## config.mk

```make
export PLATFORM = sky130hd
export DESIGN_NAME = seven_segment_scan_formatter_top_flat
export DESIGN_NICKNAME = d
export VERILOG_FILES = /design/src/sssf_pkg.sv /design/src/sssf_if.sv /design/src/sssf_front.sv /design/src/sssf_queue.sv /design/src/sssf_back.sv /design/src/seven_segment_scan_formatter_top.sv /design/src/flat_wrapper.sv
export VERILOG_INCLUDE_DIRS = /design/src /design/src/src
export SDC_FILE = /design/constraint.sdc
export NUM_CORES = 1
export LEC_CHECK = 0
export ABC_AREA = 1
export CAP_MARGIN = 30
export CORE_ASPECT_RATIO = 0.8
export CORE_MARGIN = 8
export CORE_UTILIZATION = 56
export CTS_BUF_LIST = sky130_fd_sc_hd__clkbuf_8
export DETAILED_ROUTE_END_ITERATION = 16
export DONT_BUFFER_PORTS = 1
export PLACE_DENSITY = 0.77
export SLEW_MARGIN = 20
export SYNTH_ARGS = -nofsm -noshare
export SYNTH_HDL_FRONTEND = slang
export SYNTH_SLANG_ARGS = --single-unit
```

## constraint.sdc

```tcl
create_clock -name clk -period 14.6 [get_ports clk]
set_input_delay 0 -clock clk [delete_from_list [all_inputs] [get_ports clk]]
set_output_delay 0 -clock clk [all_outputs]
set_load 0.05 [all_outputs]
```

## src/assert_macros.svh

```systemverilog
// Assertion helpers for the RTL, included by sssf_back. Bodies vanish when SYNTH is set.
`ifndef ASSERT_MACROS_SVH
`define ASSERT_MACROS_SVH
`ifndef SYNTH
`define ASSERT_ALWAYS(lbl, ck, rn, cond) \
    lbl: assert property (@(posedge ck) disable iff (!rn) (cond)) \
        else $error("assertion failed");
`define ASSERT_IMPLIES(lbl, ck, rn, ante, cons) \
    lbl: assert property (@(posedge ck) disable iff (!rn) (ante) |-> (cons)) \
        else $error("assertion failed");
`define ASSERT_NEXT(lbl, ck, rn, ante, cons) \
    lbl: assert property (@(posedge ck) disable iff (!rn) (ante) |=> (cons)) \
        else $error("assertion failed");
`else
`define ASSERT_ALWAYS(lbl, ck, rn, cond)
`define ASSERT_IMPLIES(lbl, ck, rn, ante, cons)
`define ASSERT_NEXT(lbl, ck, rn, ante, cons)
`endif
`endif

```

## src/sssf_pkg.sv

```systemverilog
`default_nettype none
package sssf_pkg;

    localparam int DIGIT_COUNT = 4;
    localparam int GLYPH_W     = 5;
    localparam int SCAN_W      = 2;
    localparam int VALUE_W     = 16;
    localparam int MODE_W      = 2;
    localparam int CFG_INDEX_W = 2;
    localparam int CFG_DATA_W  = 2;
    localparam int QUEUE_DEPTH = 2;

    // Item operations
    localparam logic OP_REFRESH = 1'b0;
    localparam logic OP_SET     = 1'b1;

    // Display modes
    localparam logic [1:0] MODE_CHANNEL  = 2'd0;
    localparam logic [1:0] MODE_FUNCTION = 2'd1;
    localparam logic [1:0] MODE_COUNT    = 2'd2;
    localparam logic [1:0] MODE_KEEP     = 2'd3;

    // Work functions
    localparam logic [1:0] WF_OTHER    = 2'd0;
    localparam logic [1:0] WF_RECEIVE  = 2'd1;
    localparam logic [1:0] WF_TRANSMIT = 2'd2;

    // Configuration register indexes
    localparam logic [1:0] REG_DISPLAY_ENABLE = 2'd0;
    localparam logic [1:0] REG_CARRIER_TEST   = 2'd1;
    localparam logic [1:0] REG_WORK_FUNCTION  = 2'd2;
    localparam logic [1:0] REG_SINGLE_TX      = 2'd3;

    // Command kinds passed from front to back
    localparam logic [1:0] KIND_TICK = 2'd0;
    localparam logic [1:0] KIND_OFF  = 2'd1;
    localparam logic [1:0] KIND_SET  = 2'd2;

    // Formatting actions for a set command
    localparam logic [2:0] FMT_CARRIER = 3'd0;
    localparam logic [2:0] FMT_CHANNEL = 3'd1;
    localparam logic [2:0] FMT_FUNC_RX = 3'd2;
    localparam logic [2:0] FMT_FUNC_TX = 3'd3;
    localparam logic [2:0] FMT_COUNT   = 3'd4;
    localparam logic [2:0] FMT_COUNT_A = 3'd5;

    // Glyph indices
    localparam logic [4:0] G_EIGHT = 5'd8;
    localparam logic [4:0] G_BLANK = 5'd11;
    localparam logic [4:0] G_CDOT  = 5'd14;
    localparam logic [4:0] G_F     = 5'd16;
    localparam logic [4:0] G_A     = 5'd17;
    localparam logic [4:0] G_B     = 5'd18;
    localparam logic [4:0] G_C     = 5'd19;
    localparam logic [4:0] G_H     = 5'd20;

    typedef struct packed {
        logic [1:0]         kind;
        logic [2:0]         fmt;
        logic [VALUE_W-1:0] value;
    } cmd_t;

    // Active-low segment byte for a glyph; indices past the table are blank
    function automatic logic [7:0] glyph_bits(input logic [GLYPH_W-1:0] g);
        logic [7:0] bits;
        case (g)
            5'd0:    bits = 8'hC0;
            5'd1:    bits = 8'hF9;
            5'd2:    bits = 8'hA4;
            5'd3:    bits = 8'hB0;
            5'd4:    bits = 8'h99;
            5'd5:    bits = 8'h92;
            5'd6:    bits = 8'h82;
            5'd7:    bits = 8'hF8;
            5'd8:    bits = 8'h80;
            5'd9:    bits = 8'h90;
            5'd10:   bits = 8'hBF;
            5'd11:   bits = 8'hFF;
            5'd12:   bits = 8'h86;
            5'd13:   bits = 8'h88;
            5'd14:   bits = 8'h46;
            5'd15:   bits = 8'h00;
            5'd16:   bits = 8'h8E;
            5'd17:   bits = 8'h88;
            5'd18:   bits = 8'h83;
            5'd19:   bits = 8'hC6;
            5'd20:   bits = 8'h0B;
            default: bits = 8'hFF;
        endcase
        return bits;
    endfunction

endpackage
`default_nettype wire

```

## src/sssf_if.sv

```systemverilog
`default_nettype none
interface sssf_item_if;
    logic                            valid;
    logic                            ready;
    logic                            operation;
    logic [sssf_pkg::VALUE_W-1:0]    value;
    logic [sssf_pkg::MODE_W-1:0]     display_mode;

    modport source (output valid, operation, value, display_mode, input ready);
    modport sink   (input valid, operation, value, display_mode, output ready);
endinterface

interface sssf_result_if;
    logic       valid;
    logic       ready;
    logic       serial_data;
    logic       latch;
    logic [3:0] digit_enable;
    logic       last;

    modport source (output valid, serial_data, latch, digit_enable, last, input ready);
    modport sink   (input valid, serial_data, latch, digit_enable, last, output ready);
endinterface

interface sssf_cfg_if;
    logic                                valid;
    logic                                ready;
    logic [sssf_pkg::CFG_INDEX_W-1:0]    index;
    logic [sssf_pkg::CFG_DATA_W-1:0]     data;

    modport source (output valid, index, data, input ready);
    modport sink   (input valid, index, data, output ready);
endinterface
`default_nettype wire

```

## src/sssf_front.sv

```systemverilog
`default_nettype none
module sssf_front (
    input  wire logic          clk,
    input  wire logic          rst_n,
    sssf_item_if.sink          item,
    sssf_cfg_if.sink           cfg,
    input  wire logic          q_ready,
    output logic               push,
    output sssf_pkg::cmd_t     push_cmd
);

    logic       display_enable_reg;
    logic       carrier_test_reg;
    logic [1:0] work_function_reg;
    logic       single_tx_reg;

    logic       keep;
    logic       wf_active;

    assign cfg.ready  = 1'b1;
    assign item.ready = q_ready;

    always_ff @(posedge clk or negedge rst_n)
    begin
        if (!rst_n)
        begin
            display_enable_reg <= 1'b1;
            carrier_test_reg   <= 1'b0;
            work_function_reg  <= sssf_pkg::WF_OTHER;
            single_tx_reg      <= 1'b0;
        end
        else if (cfg.valid)
        begin
            case (cfg.index)
                sssf_pkg::REG_DISPLAY_ENABLE: display_enable_reg <= cfg.data[0];
                sssf_pkg::REG_CARRIER_TEST:   carrier_test_reg   <= cfg.data[0];
                sssf_pkg::REG_WORK_FUNCTION:  work_function_reg  <= cfg.data;
                sssf_pkg::REG_SINGLE_TX:      single_tx_reg      <= cfg.data[0];
                default:                      ;
            endcase
        end
    end

    assign wf_active = (work_function_reg == sssf_pkg::WF_RECEIVE) ||
                       (work_function_reg == sssf_pkg::WF_TRANSMIT);

    // Classify: resolve the formatting action now, drop sets that change nothing
    always_comb
    begin
        keep           = 1'b1;
        push_cmd.value = item.value;
        push_cmd.fmt   = sssf_pkg::FMT_CARRIER;
        push_cmd.kind  = sssf_pkg::KIND_SET;
        if (item.operation == sssf_pkg::OP_REFRESH)
        begin
            push_cmd.kind = display_enable_reg ? sssf_pkg::KIND_TICK : sssf_pkg::KIND_OFF;
        end
        else if (carrier_test_reg)
        begin
            push_cmd.fmt = sssf_pkg::FMT_CARRIER;
        end
        else if (!wf_active)
        begin
            keep = 1'b0;
        end
        else
        begin
            case (item.display_mode)
                sssf_pkg::MODE_CHANNEL:
                    push_cmd.fmt = sssf_pkg::FMT_CHANNEL;
                sssf_pkg::MODE_FUNCTION:
                    push_cmd.fmt = (work_function_reg == sssf_pkg::WF_RECEIVE) ?
                                   sssf_pkg::FMT_FUNC_RX : sssf_pkg::FMT_FUNC_TX;
                sssf_pkg::MODE_COUNT:
                    push_cmd.fmt = ((work_function_reg == sssf_pkg::WF_TRANSMIT) &&
                                    single_tx_reg) ?
                                   sssf_pkg::FMT_COUNT_A : sssf_pkg::FMT_COUNT;
                default:
                    keep = 1'b0;
            endcase
        end
    end

    assign push = item.valid && q_ready && keep;

endmodule
`default_nettype wire

```

## src/sssf_queue.sv

```systemverilog
`default_nettype none
module sssf_queue #(
    parameter int DEPTH = sssf_pkg::QUEUE_DEPTH
) (
    input  wire logic           clk,
    input  wire logic           rst_n,
    input  wire logic           push,
    input  wire sssf_pkg::cmd_t push_cmd,
    output logic                ready,
    input  wire logic           pop,
    output logic                q_valid,
    output sssf_pkg::cmd_t      q_cmd
);

    localparam int PTR_W = (DEPTH > 1) ? $clog2(DEPTH) : 1;
    localparam int CNT_W = $clog2(DEPTH + 1);

    sssf_pkg::cmd_t   slot_reg [DEPTH];
    logic [PTR_W-1:0] wr_ptr_reg;
    logic [PTR_W-1:0] rd_ptr_reg;
    logic [CNT_W-1:0] count_reg;
    logic             do_push;
    logic             do_pop;

    assign ready   = (count_reg != CNT_W'(DEPTH));
    assign q_valid = (count_reg != '0);
    assign q_cmd   = slot_reg[rd_ptr_reg];
    assign do_push = push && ready;
    assign do_pop  = pop && q_valid;

    always_ff @(posedge clk)
    begin
        if (do_push)
        begin
            slot_reg[wr_ptr_reg] <= push_cmd;
        end
    end

    always_ff @(posedge clk or negedge rst_n)
    begin
        if (!rst_n)
        begin
            wr_ptr_reg <= '0;
            rd_ptr_reg <= '0;
            count_reg  <= '0;
        end
        else
        begin
            if (do_push)
            begin
                wr_ptr_reg <= (wr_ptr_reg == PTR_W'(DEPTH - 1)) ? '0 : wr_ptr_reg + 1'b1;
            end
            if (do_pop)
            begin
                rd_ptr_reg <= (rd_ptr_reg == PTR_W'(DEPTH - 1)) ? '0 : rd_ptr_reg + 1'b1;
            end
            if (do_push && !do_pop)
            begin
                count_reg <= count_reg + 1'b1;
            end
            else if (do_pop && !do_push)
            begin
                count_reg <= count_reg - 1'b1;
            end
        end
    end

endmodule
`default_nettype wire

```

## src/sssf_back.sv

```systemverilog
`default_nettype none
`include "assert_macros.svh"
module sssf_back (
    input  wire logic          clk,
    input  wire logic          rst_n,
    input  wire logic          q_valid,
    input  wire sssf_pkg::cmd_t q_cmd,
    output logic               pop,
    sssf_result_if.source      result
);

    localparam logic [2:0] ST_IDLE  = 3'd0;
    localparam logic [2:0] ST_SHIFT = 3'd1;
    localparam logic [2:0] ST_OFF   = 3'd2;
    localparam logic [2:0] ST_DIGIT = 3'd3;
    localparam logic [2:0] ST_APPLY = 3'd4;

    localparam int GW = sssf_pkg::GLYPH_W;
    localparam int SW = sssf_pkg::SCAN_W;
    localparam int VW = sssf_pkg::VALUE_W;

    logic [2:0]     state_reg,  state_next;
    sssf_pkg::cmd_t cmd_reg,    cmd_next;
    logic [2:0]     cnt_reg,    cnt_next;
    logic [7:0]     shift_reg,  shift_next;
    logic [SW-1:0]  pos_reg,    pos_next;
    logic [SW-1:0]  scan_reg,   scan_next;
    logic [VW-1:0]  rem_reg,    rem_next;
    logic [GW-1:0]  glyph_reg  [sssf_pkg::DIGIT_COUNT];
    logic [GW-1:0]  glyph_next [sssf_pkg::DIGIT_COUNT];
    logic [3:0]     digit_reg  [sssf_pkg::DIGIT_COUNT];
    logic [3:0]     digit_next [sssf_pkg::DIGIT_COUNT];

    logic           out_valid_reg,  out_valid_next;
    logic           serial_reg,     serial_next;
    logic           latch_reg,      latch_next;
    logic [3:0]     enable_reg,     enable_next;
    logic           last_reg,       last_next;

    logic           slot_free;
    logic           take;
    logic [32:0]    product;
    logic [12:0]    quot;
    logic [VW:0]    times_ten;
    logic [VW-1:0]  diff;

    assign result.valid        = out_valid_reg;
    assign result.serial_data  = serial_reg;
    assign result.latch        = latch_reg;
    assign result.digit_enable = enable_reg;
    assign result.last         = last_reg;

    assign slot_free = !out_valid_reg || result.ready;

    // Divide by ten through the reciprocal; exact for any 16-bit remainder
    assign product   = rem_reg * 17'd52429;
    assign quot      = product[31:19];
    assign times_ten = {1'b0, quot, 3'b000} + {3'b000, quot, 1'b0};
    assign diff      = rem_reg - times_ten[VW-1:0];

    always_comb
    begin
        state_next     = state_reg;
        cmd_next       = cmd_reg;
        cnt_next       = cnt_reg;
        shift_next     = shift_reg;
        pos_next       = pos_reg;
        scan_next      = scan_reg;
        rem_next       = rem_reg;
        glyph_next     = glyph_reg;
        digit_next     = digit_reg;
        out_valid_next = out_valid_reg && !result.ready;
        serial_next    = serial_reg;
        latch_next     = latch_reg;
        enable_next    = enable_reg;
        last_next      = last_reg;
        take           = 1'b0;

        case (state_reg)
            ST_IDLE:
            begin
                take = q_valid;
            end
            ST_SHIFT:
            begin
                if (slot_free)
                begin
                    out_valid_next = 1'b1;
                    serial_next    = shift_reg[7];
                    latch_next     = (cnt_reg == 3'd7);
                    last_next      = (cnt_reg == 3'd7);
                    enable_next    = (cnt_reg == 3'd7) ? (4'b0001 << pos_reg) : 4'b0000;
                    shift_next     = {shift_reg[6:0], 1'b0};
                    cnt_next       = cnt_reg + 3'd1;
                    if (cnt_reg == 3'd7)
                    begin
                        state_next = ST_IDLE;
                        take       = q_valid;
                    end
                end
            end
            ST_OFF:
            begin
                if (slot_free)
                begin
                    out_valid_next = 1'b1;
                    serial_next    = 1'b0;
                    latch_next     = 1'b0;
                    enable_next    = 4'b0000;
                    last_next      = 1'b1;
                    scan_next      = '0;
                    state_next     = ST_IDLE;
                    take           = q_valid;
                end
            end
            ST_DIGIT:
            begin
                digit_next[cnt_reg[1:0]] = diff[3:0];
                rem_next                 = {3'b000, quot};
                cnt_next                 = cnt_reg + 3'd1;
                if (cnt_reg == 3'd3)
                begin
                    state_next = ST_APPLY;
                end
            end
            ST_APPLY:
            begin
                case (cmd_reg.fmt)
                    sssf_pkg::FMT_CARRIER:
                    begin
                        glyph_next[3] = sssf_pkg::G_C;
                        glyph_next[2] = sssf_pkg::G_H;
                        glyph_next[1] = {1'b0, digit_reg[1]};
                        glyph_next[0] = {1'b0, digit_reg[0]};
                    end
                    sssf_pkg::FMT_CHANNEL:
                    begin
                        glyph_next[3] = sssf_pkg::G_F;
                        glyph_next[2] = sssf_pkg::G_C;
                        glyph_next[1] = {1'b0, digit_reg[1]};
                        glyph_next[0] = {1'b0, digit_reg[0]};
                    end
                    sssf_pkg::FMT_FUNC_RX:
                    begin
                        glyph_next[3] = sssf_pkg::G_F;
                        glyph_next[2] = sssf_pkg::G_CDOT;
                        glyph_next[1] = sssf_pkg::G_BLANK;
                        glyph_next[0] = {1'b0, digit_reg[0]};
                    end
                    sssf_pkg::FMT_FUNC_TX:
                    begin
                        glyph_next[3] = sssf_pkg::G_F;
                        glyph_next[2] = sssf_pkg::G_CDOT;
                        glyph_next[1] = sssf_pkg::G_BLANK;
                        // hold units unless the value names a letter
                        if (cmd_reg.value == 16'd1)
                        begin
                            glyph_next[0] = sssf_pkg::G_A;
                        end
                        else if (cmd_reg.value == 16'd2)
                        begin
                            glyph_next[0] = sssf_pkg::G_B;
                        end
                        else if (cmd_reg.value == 16'd3)
                        begin
                            glyph_next[0] = sssf_pkg::G_C;
                        end
                    end
                    sssf_pkg::FMT_COUNT:
                    begin
                        glyph_next[3] = {1'b0, digit_reg[3]};
                        glyph_next[2] = {1'b0, digit_reg[2]};
                        glyph_next[1] = {1'b0, digit_reg[1]};
                        glyph_next[0] = {1'b0, digit_reg[0]};
                    end
                    sssf_pkg::FMT_COUNT_A:
                    begin
                        glyph_next[3] = sssf_pkg::G_A;
                        glyph_next[2] = {1'b0, digit_reg[2]};
                        glyph_next[1] = {1'b0, digit_reg[1]};
                        glyph_next[0] = {1'b0, digit_reg[0]};
                    end
                    default:
                    begin
                    end
                endcase
                state_next = ST_IDLE;
                take       = q_valid;
            end
            default:
            begin
                state_next = ST_IDLE;
            end
        endcase

        // Load the next transaction; glyph and scan reads see this cycle's updates
        if (take)
        begin
            cmd_next = q_cmd;
            cnt_next = 3'd0;
            case (q_cmd.kind)
                sssf_pkg::KIND_TICK:
                begin
                    shift_next = sssf_pkg::glyph_bits(glyph_next[scan_next]);
                    pos_next   = scan_next;
                    scan_next  = scan_next + 1'b1;
                    state_next = ST_SHIFT;
                end
                sssf_pkg::KIND_OFF:
                begin
                    state_next = ST_OFF;
                end
                default:
                begin
                    rem_next   = q_cmd.value;
                    state_next = ST_DIGIT;
                end
            endcase
        end
    end

    assign pop = take;

    always_ff @(posedge clk or negedge rst_n)
    begin
        if (!rst_n)
        begin
            state_reg     <= ST_IDLE;
            cnt_reg       <= '0;
            scan_reg      <= '0;
            pos_reg       <= '0;
            out_valid_reg <= 1'b0;
            for (int i = 0; i < sssf_pkg::DIGIT_COUNT; i++)
            begin
                glyph_reg[i] <= sssf_pkg::G_EIGHT;
            end
        end
        else
        begin
            state_reg     <= state_next;
            cnt_reg       <= cnt_next;
            scan_reg      <= scan_next;
            pos_reg       <= pos_next;
            out_valid_reg <= out_valid_next;
            glyph_reg     <= glyph_next;
        end
    end

    always_ff @(posedge clk)
    begin
        cmd_reg    <= cmd_next;
        shift_reg  <= shift_next;
        rem_reg    <= rem_next;
        digit_reg  <= digit_next;
        serial_reg <= serial_next;
        latch_reg  <= latch_next;
        enable_reg <= enable_next;
        last_reg   <= last_next;
    end

    `ASSERT_IMPLIES(a_enable_onehot, clk, rst_n, out_valid_reg, $onehot0(enable_reg))
    `ASSERT_IMPLIES(a_enable_on_last, clk, rst_n, out_valid_reg && (|enable_reg), latch_reg && last_reg)
    `ASSERT_IMPLIES(a_scan_ahead, clk, rst_n, state_reg == ST_SHIFT, scan_reg == pos_reg + 2'd1)

endmodule
`default_nettype wire

```

## src/seven_segment_scan_formatter_top.sv

```systemverilog
// Refresh tick: the item passes the queue, the back end loads the shift register, then eight
// results follow, one per cycle while the result sink is ready; a new tick is taken only as
// the serial shift of the current one ends. Disabled tick: one result, one tick per cycle while
// results are accepted. Set value: four divide-by-ten steps and a glyph write in the back end, no result.
// Reset: config registers to defaults, all digits show glyph eight, scan at digit 0, queue empty.
`default_nettype none
module seven_segment_scan_formatter_top #(
    parameter int QUEUE_DEPTH = sssf_pkg::QUEUE_DEPTH
) (
    input  wire logic       clk,
    input  wire logic       rst_n,
    sssf_item_if.sink       item,
    sssf_result_if.source   result,
    sssf_cfg_if.sink        cfg
);

    logic           push;
    sssf_pkg::cmd_t push_cmd;
    logic           q_ready;
    logic           q_valid;
    sssf_pkg::cmd_t q_cmd;
    logic           pop;

    sssf_front u_front (
        .clk      (clk),
        .rst_n    (rst_n),
        .item     (item),
        .cfg      (cfg),
        .q_ready  (q_ready),
        .push     (push),
        .push_cmd (push_cmd)
    );

    sssf_queue #(
        .DEPTH (QUEUE_DEPTH)
    ) u_queue (
        .clk      (clk),
        .rst_n    (rst_n),
        .push     (push),
        .push_cmd (push_cmd),
        .ready    (q_ready),
        .pop      (pop),
        .q_valid  (q_valid),
        .q_cmd    (q_cmd)
    );

    sssf_back u_back (
        .clk     (clk),
        .rst_n   (rst_n),
        .q_valid (q_valid),
        .q_cmd   (q_cmd),
        .pop     (pop),
        .result  (result)
    );

endmodule
`default_nettype wire

```

## src/flat_wrapper.sv

```systemverilog
// flat-port wrapper written by rule: the top's interface ports become plain ports
module seven_segment_scan_formatter_top_flat 
#(
    parameter int QUEUE_DEPTH = sssf_pkg::QUEUE_DEPTH
)
  (clk, rst_n, item_valid, item_operation, item_value, item_display_mode, item_ready, result_valid, result_serial_data, result_latch, result_digit_enable, result_last, result_ready, cfg_valid, cfg_index, cfg_data, cfg_ready);
  sssf_item_if item_i ();
  sssf_result_if result_i ();
  sssf_cfg_if cfg_i ();
  input  wire logic clk;
  input  wire logic rst_n;
  input wire logic [$bits(item_i.valid)-1:0] item_valid;
  input wire logic [$bits(item_i.operation)-1:0] item_operation;
  input wire logic [$bits(item_i.value)-1:0] item_value;
  input wire logic [$bits(item_i.display_mode)-1:0] item_display_mode;
  output wire logic [$bits(item_i.ready)-1:0] item_ready;
  output wire logic [$bits(result_i.valid)-1:0] result_valid;
  output wire logic [$bits(result_i.serial_data)-1:0] result_serial_data;
  output wire logic [$bits(result_i.latch)-1:0] result_latch;
  output wire logic [$bits(result_i.digit_enable)-1:0] result_digit_enable;
  output wire logic [$bits(result_i.last)-1:0] result_last;
  input wire logic [$bits(result_i.ready)-1:0] result_ready;
  input wire logic [$bits(cfg_i.valid)-1:0] cfg_valid;
  input wire logic [$bits(cfg_i.index)-1:0] cfg_index;
  input wire logic [$bits(cfg_i.data)-1:0] cfg_data;
  output wire logic [$bits(cfg_i.ready)-1:0] cfg_ready;
  assign item_i.valid = item_valid;
  assign item_i.operation = item_operation;
  assign item_i.value = item_value;
  assign item_i.display_mode = item_display_mode;
  assign item_ready = item_i.ready;
  assign result_valid = result_i.valid;
  assign result_serial_data = result_i.serial_data;
  assign result_latch = result_i.latch;
  assign result_digit_enable = result_i.digit_enable;
  assign result_last = result_i.last;
  assign result_i.ready = result_ready;
  assign cfg_i.valid = cfg_valid;
  assign cfg_i.index = cfg_index;
  assign cfg_i.data = cfg_data;
  assign cfg_ready = cfg_i.ready;
  seven_segment_scan_formatter_top #(.QUEUE_DEPTH(QUEUE_DEPTH)) u_core (.clk(clk), .rst_n(rst_n), .item(item_i), .result(result_i), .cfg(cfg_i));
endmodule
```

-- Word-level counts from Yosys, hierarchy flattened
Memory sizes are Yosys's and may differ from the RTL's.
Index checks and enable logic that the tools add are counted.
W data, S select, Z words.
- register bits after elaboration: 106
- memory bits (writable): 42
- memory bits (read-only): 256
- input bits: 28
- output and inout bits: 10
- logic and storage cells: 178
- memories: 2
- $add $sub $neg: 8
- $mul: 1
- magnitude comparators: 3
- equal/unequal tests: 30
- shifts and indexed selects: 1
- muxes and demuxes: 67
- bitwise operators: 2
- reductions and logical operators: 36
- memory list (name ; depth ; bits a word ; read ports ; clocked after memory_dff ; write ports ; line ; source):
    (name not given) ; 32 ; 8 ; 1 ; 0 ; 0 ; sssf_pkg.sv:66 ; case (g)
    u_core.u_queue.slot_reg ; 2 ; 21 ; 1 ; 0 ; 1 ; sssf_queue.sv:18 ; sssf_pkg::cmd_t slot_reg [DEPTH];
- operator list (kind ; number):
    $pmux W20 S6 ; 1
    $mux W16 ; 3
    $eq A16 B2 Y1 const B ; 2
    $mul A16 B16 Y32 const B ; 1
    $mux W8 ; 4
    $mux W3 ; 10
    $mux W5 ; 5
    $mux W1 ; 20
    $mux W20 ; 1
    $bwmux W16 ; 1
    $eq A16 B1 Y1 const B ; 1
    $mux W4 ; 4
    $eq A3 B2 Y1 const B ; 5
    $mux W2 ; 7
    $eq A3 B3 Y1 const B ; 4
    $ne A3 B2 Y1 const B ; 4
    $pmux W3 S4 ; 1
    $reduce_and A2 Y1 ; 6
    $bmux W5 S2 ; 1
    $logic_and A1 B1 Y1 ; 9
    $pmux W3 S3 ; 1
    $demux W4 S2 ; 1
    $eq A2 B1 Y1 const B ; 4
    $eq A2 B2 Y1 const B ; 4
    28 further kinds ; 48

-- Logic depth before layout (Yosys ltp)
- depth in word-level cells: 12
- depth in mapped cells: 28
- depth with buffers taken out: 28

-- Modules after synthesis
A second synthesis with hierarchy kept.
- cells, all modules: 1317
- area, all modules: 11813.8 sq um
- modules (own cells, without submodules) (module ; times used ; cells each ; area an instance (sq um) ; seq. area each (sq um)):
    sssf_back ; 1 ; 1113 ; 9586.7 ; 2522.4
    sssf_queue ; 1 ; 138 ; 1757.9 ; 1361.3
    sssf_front ; 1 ; 66 ; 469.2 ; 126.4

-- Worst setup path after synthesis
No wires, ideal clock.
- path type: register -> register
- start: register u_core.u_back.rem_reg[11]
- end: register u_core.u_back.digit_reg[11] in the netlist's numbering, data pin
- library setup time: 0.257 ns
- data arrival time: 5.155 ns
- required time: 14.343 ns
- slack: 9.188 ns
- cell stages (with the launch flop): 27
- path buffers: 0
- period minus slack after synthesis: 5.412 ns
- cells stage by stage: dfxtp_1 -> ha_1 -> ha_1 -> inv_1 -> fa_1 -> inv_1 -> fa_1 -> fa_1 -> inv_1 -> fa_1 -> inv_1 -> ha_1 -> a21oi_1 -> inv_1 -> a31oi_1 -> o21ai_0 -> inv_1 -> nand2_1 -> or2_2 -> and2_1 -> ha_1 -> xor2_1 -> xor2_1 -> inv_1 -> nand2_1 -> nand2_1 -> inv_1
- word-level cells in the longest chain between the ends: 4
- RTL lines (element ; line ; source):
    start: declaration ; sssf_back.sv:28 ; logic [VW-1:0] rem_reg, rem_next;
    start signal: assignment ; sssf_back.sv:253 ; rem_reg <= rem_next;
    $mul A16 B16 Y32 ; sssf_back.sv:56 ; assign product = rem_reg * 17'd52429;
    $add A4 B4 Y4 ; sssf_back.sv:58 ; assign times_ten = {1'b0, quot, 3'b000} + {3'b000, quot, 1'b0};
    $sub A4 B4 Y4 ; sssf_back.sv:59 ; assign diff = rem_reg - times_ten[VW-1:0];
    named net u_core.u_back.diff[3] ; sssf_back.sv:45 ; logic [VW-1:0] diff;
    $bwmux W16 ; sssf_back.sv:118 ; digit_next[cnt_reg[1:0]] = diff[3:0];
    end signal: assignment ; sssf_back.sv:254 ; digit_reg <= digit_next;
    end: declaration ; sssf_back.sv:31 ; logic [3:0] digit_reg [sssf_pkg::DIGIT_COUNT];
The timed path passes the listed nets, and every way through them passes these cells.
A chain may end at the register's enable or synchronous reset.

-- Worst setup path after layout
Ends and elaborated chain as after synthesis.

==> flow_metrics.py <==
metrics = {
    "worst_setup_path": {
        "worstRegToRegCells": 26,
        "cp_data_arrival_time_ps": 6170,
        "path_common_cell": "inv_1",
        "required_ps": 14790,
        "path_buf_inv": 8,
        "rr_startpoint": "u_core.u_back.rem_reg[11]",
        "critPathSlowestCell": "fa_1",
        "crit_path_start_kind": "register",
        "cp.depth": 26,
        "r2r_setup_slack_ps": 8610,
        "path_class": "reg -> reg",
        "path_delay_family": "adder cells",
        "r2r_end": "u_core.u_back.digit_reg[11]",
        "end_kind": "register",
        "cp_max_fo": 6,
        "slowest_delay_ps": 550,
    },
    "drt": {
        "wl_per_cell_um": 17.2,
        "detail-route-antenna-nets": 0,
        "drc_errors": 0,
        "drt_first_pass_iters": 5,
        "drtIter0Drc": 896,
        "routed_wl_mm": 27.9,
        "via_per_inst": 5.44,
        "vias": 8826,
    },
    "die": {
        "core-area_um2": 20600,
        "fp.dieW_um": 178,
        "initial_core_util_pct": 56.8,
        "io-pin-count": 38,
        "num_rows": 47,
        "die_y_um": 145,
        "dieArea_um2": 25800,
    },
    "grt": {
        "grt_max_degree": 41,
        "grt-ovfl-total": 0,
        "grt.total_usage_pct": 22.0,
        "grt_pass1_vias": 8316,
        "antenna_found_initial": 0,
        "grt_first_pass_wirelength_mm": 44.5,
    },
    "cells_and_area": {
        "regArea_um2": 4010,
        "multiInputGateArea_um2": 6580,
        "final_nets": 1597,
        "area_growth_pct": 8.74,
        "nFillCells": 1712,
        "design_area_um2": 12700,
        "drive_gt1_share_pct": 6.43,
        "antenna_cells": 0,
        "largest_reg_flops": 42,
        "instances_no_fill": 1621,
    },
    "clock_network": {
        "cts_sinks": 148,
        "cts_tree": "built",
        "clkTransAtPathRegs_ps": 90,
        "cts-root-buf": "clkbuf_8",
        "clk_path_buf_depth": 2,
        "clk_latency_ps": 450,
        "htree_levels": 4,
        "numCtsBuffers": 17,
    },
    "min_path": {
        "hp-class": "in -> reg",
        "hold_start": "item_display_mode[1]",
        "hold_end": "u_core.u_queue.wr_ptr_reg",
        "min_path_cells": 5,
    },
    "placed_design": {
        "placed_cells": 1552,
        "hpwl_mm": 22.2,
        "gp_congestion": 0.995,
        "placed_area_um2": 11900,
        "portBuffers": 0,
    },
    "timing": {
        "finalSetupTns_ps": 0,
        "holdWs_ps": 35.5,
        "rsz0062_at_grt": "false",
        "slew_viol_final": 0,
        "skew_ps": 20.2,
        "fin_crit_ps": 5990,
        "setup_violations": 0,
        "worstMarginPinSlew_ps": 918,
        "post-route-period-util_pct": 41.0,
        "hold_viol": 0,
        "max_freq_ghz": 0.167,
        "relSlewSlack_pct": 38.7,
    },
    "synth": {
        "ys_ff_latch": 148,
        "synthCells": 1299,
        "synth_most_common_cell": "nand2_1",
        "synth_edf_count": 84,
        "yosysTopAreaCell": "edfxtp_1",
        "ys.flop_type": "edfxtp_1",
        "synth_common_cells": "nand2_1 (262), inv_1 (255), ha_1 (151)",
        "yosysWarnings": 0,
        "async_reset_ff_share_pct": 27.0,
        "synth_top_area_share_pct": 21.6,
        "synthesis.area_um2": 11700,
        "ys_types": 54,
        "synth.avg_cell_area_um2": 9.00,
        "synth_seq_area_share_pct": 34.3,
        "syn_nets": 1557,
        "yosys-top-cells-area": "edfxtp_1 (22%), ha_1 (16%), fa_1 (14%)",
    },
    "job": {
        "drv_cap": 0,
    },
    "run_status": {
        "status": "finished, final reports clean",
    },
}
==> cell type report <==
cell class / count / share of cell area, %
clock buffers: 17 / 1.84
flip-flops and latches: 148 / 31.6
multi-input cells: 870 / 51.8
repair buffers: 41 / 3.30
inverters: 261 / 7.73
well taps: 269 / 2.65
clock inverters: 15 / 1.13
==> cell families (layout without fill, tap and decap cells) <==
logic type / count (synthesis) / count (layout) / synth area share (%)
compound gates: 154 / 154 / 7.75
xor+xnor: 19 / 19 / 1.42
fa+ha+maj: 230 / 230 / 29.7
buf+inv: 281 / 334 / 9.39
flops: 148 / 148 / 34.3
mux: 2 / 2 / 0.171
other cells: 1 / 1 / 0.0321
simple gates: 464 / 464 / 17.2
==> repair_timing <==
item	4_1_cts	5_1_grt
buffers inserted	0	0
resized for setup	0	0
hold buffers	36	0
endpoints found under the hold margin	89	0
==> worst register-to-register path, cell delays in order, from the launching register on <==
cell,delay (ps)
dfxtp_1,490
ha_1,350
ha_1,290
inv_1,50
fa_1,540
inv_1,70
fa_1,500
fa_1,550
inv_1,50
fa_1,530
inv_1,40
ha_1,330
a21oi_1,140
inv_1,70
a31oi_1,200
o21ai_0,160
inv_1,80
nand2_1,60
or2_2,280
and2_1,170
ha_1,210
xor2_1,150
xor2_1,180
inv_1,80
nand2_1,40
nand2_1,60
inv_1,70
==> cell usage in the layout (no fill, tap or decap), types with 40 or more instances in the layout <==
cell / synthesis / final
a21oi_1: 57 / 57
ha_1: 151 / 151
o21ai_0: 40 / 40
nor2_1: 89 / 88
edfxtp_1: 84 / 84
nand3_1: 58 / 58
nand2_1: 262 / 262
fa_1: 79 / 79
inv_1: 255 / 256
==> worst max-delay path by stage <==
| stage | startpoint | slack, ps | endpoint |
|---|---|---|---|
| finish | u_core.u_back.rem_reg[11] | 8610 | u_core.u_back.digit_reg[11] |
| global route | u_core.u_back.rem_reg[11] | 8260 | u_core.u_back.digit_reg[11] |
| CTS | u_core.u_back.rem_reg[11] | 8630 | u_core.u_back.digit_reg[11] |
| detailed placement | u_core.u_back.rem_reg[11] | 8660 | u_core.u_back.digit_reg[11] |
| global placement | u_core.u_back.rem_reg[11] | 8780 | u_core.u_back.digit_reg[15] |
| floorplan | u_core.u_back.rem_reg[11] | 9190 | u_core.u_back.digit_reg[11] |
==> routing by layer <==
layer	global-route usage, %	part of all wire (%)	vias to the layer above
li1	-	-	4255
met1	34.5	48	4165
met2	29.8	41	379
met3	5.32	9.6	27
met4	4.74	1.3	0
met5	0	0	-
==> stage by stage <==
step / util [%] / setup WS (ps)
floorplan: - / 9190
global placement: 58.0 / 8780
detailed placement: 58.0 / 8660
CTS: 61.7 / 8630
global route: 61.7 / 8260
finish: 61.7 / 8610
Power is left out: the tool's default activity adds up to more than one toggle a clock period on the data nets, which glitch-free logic cannot reach.
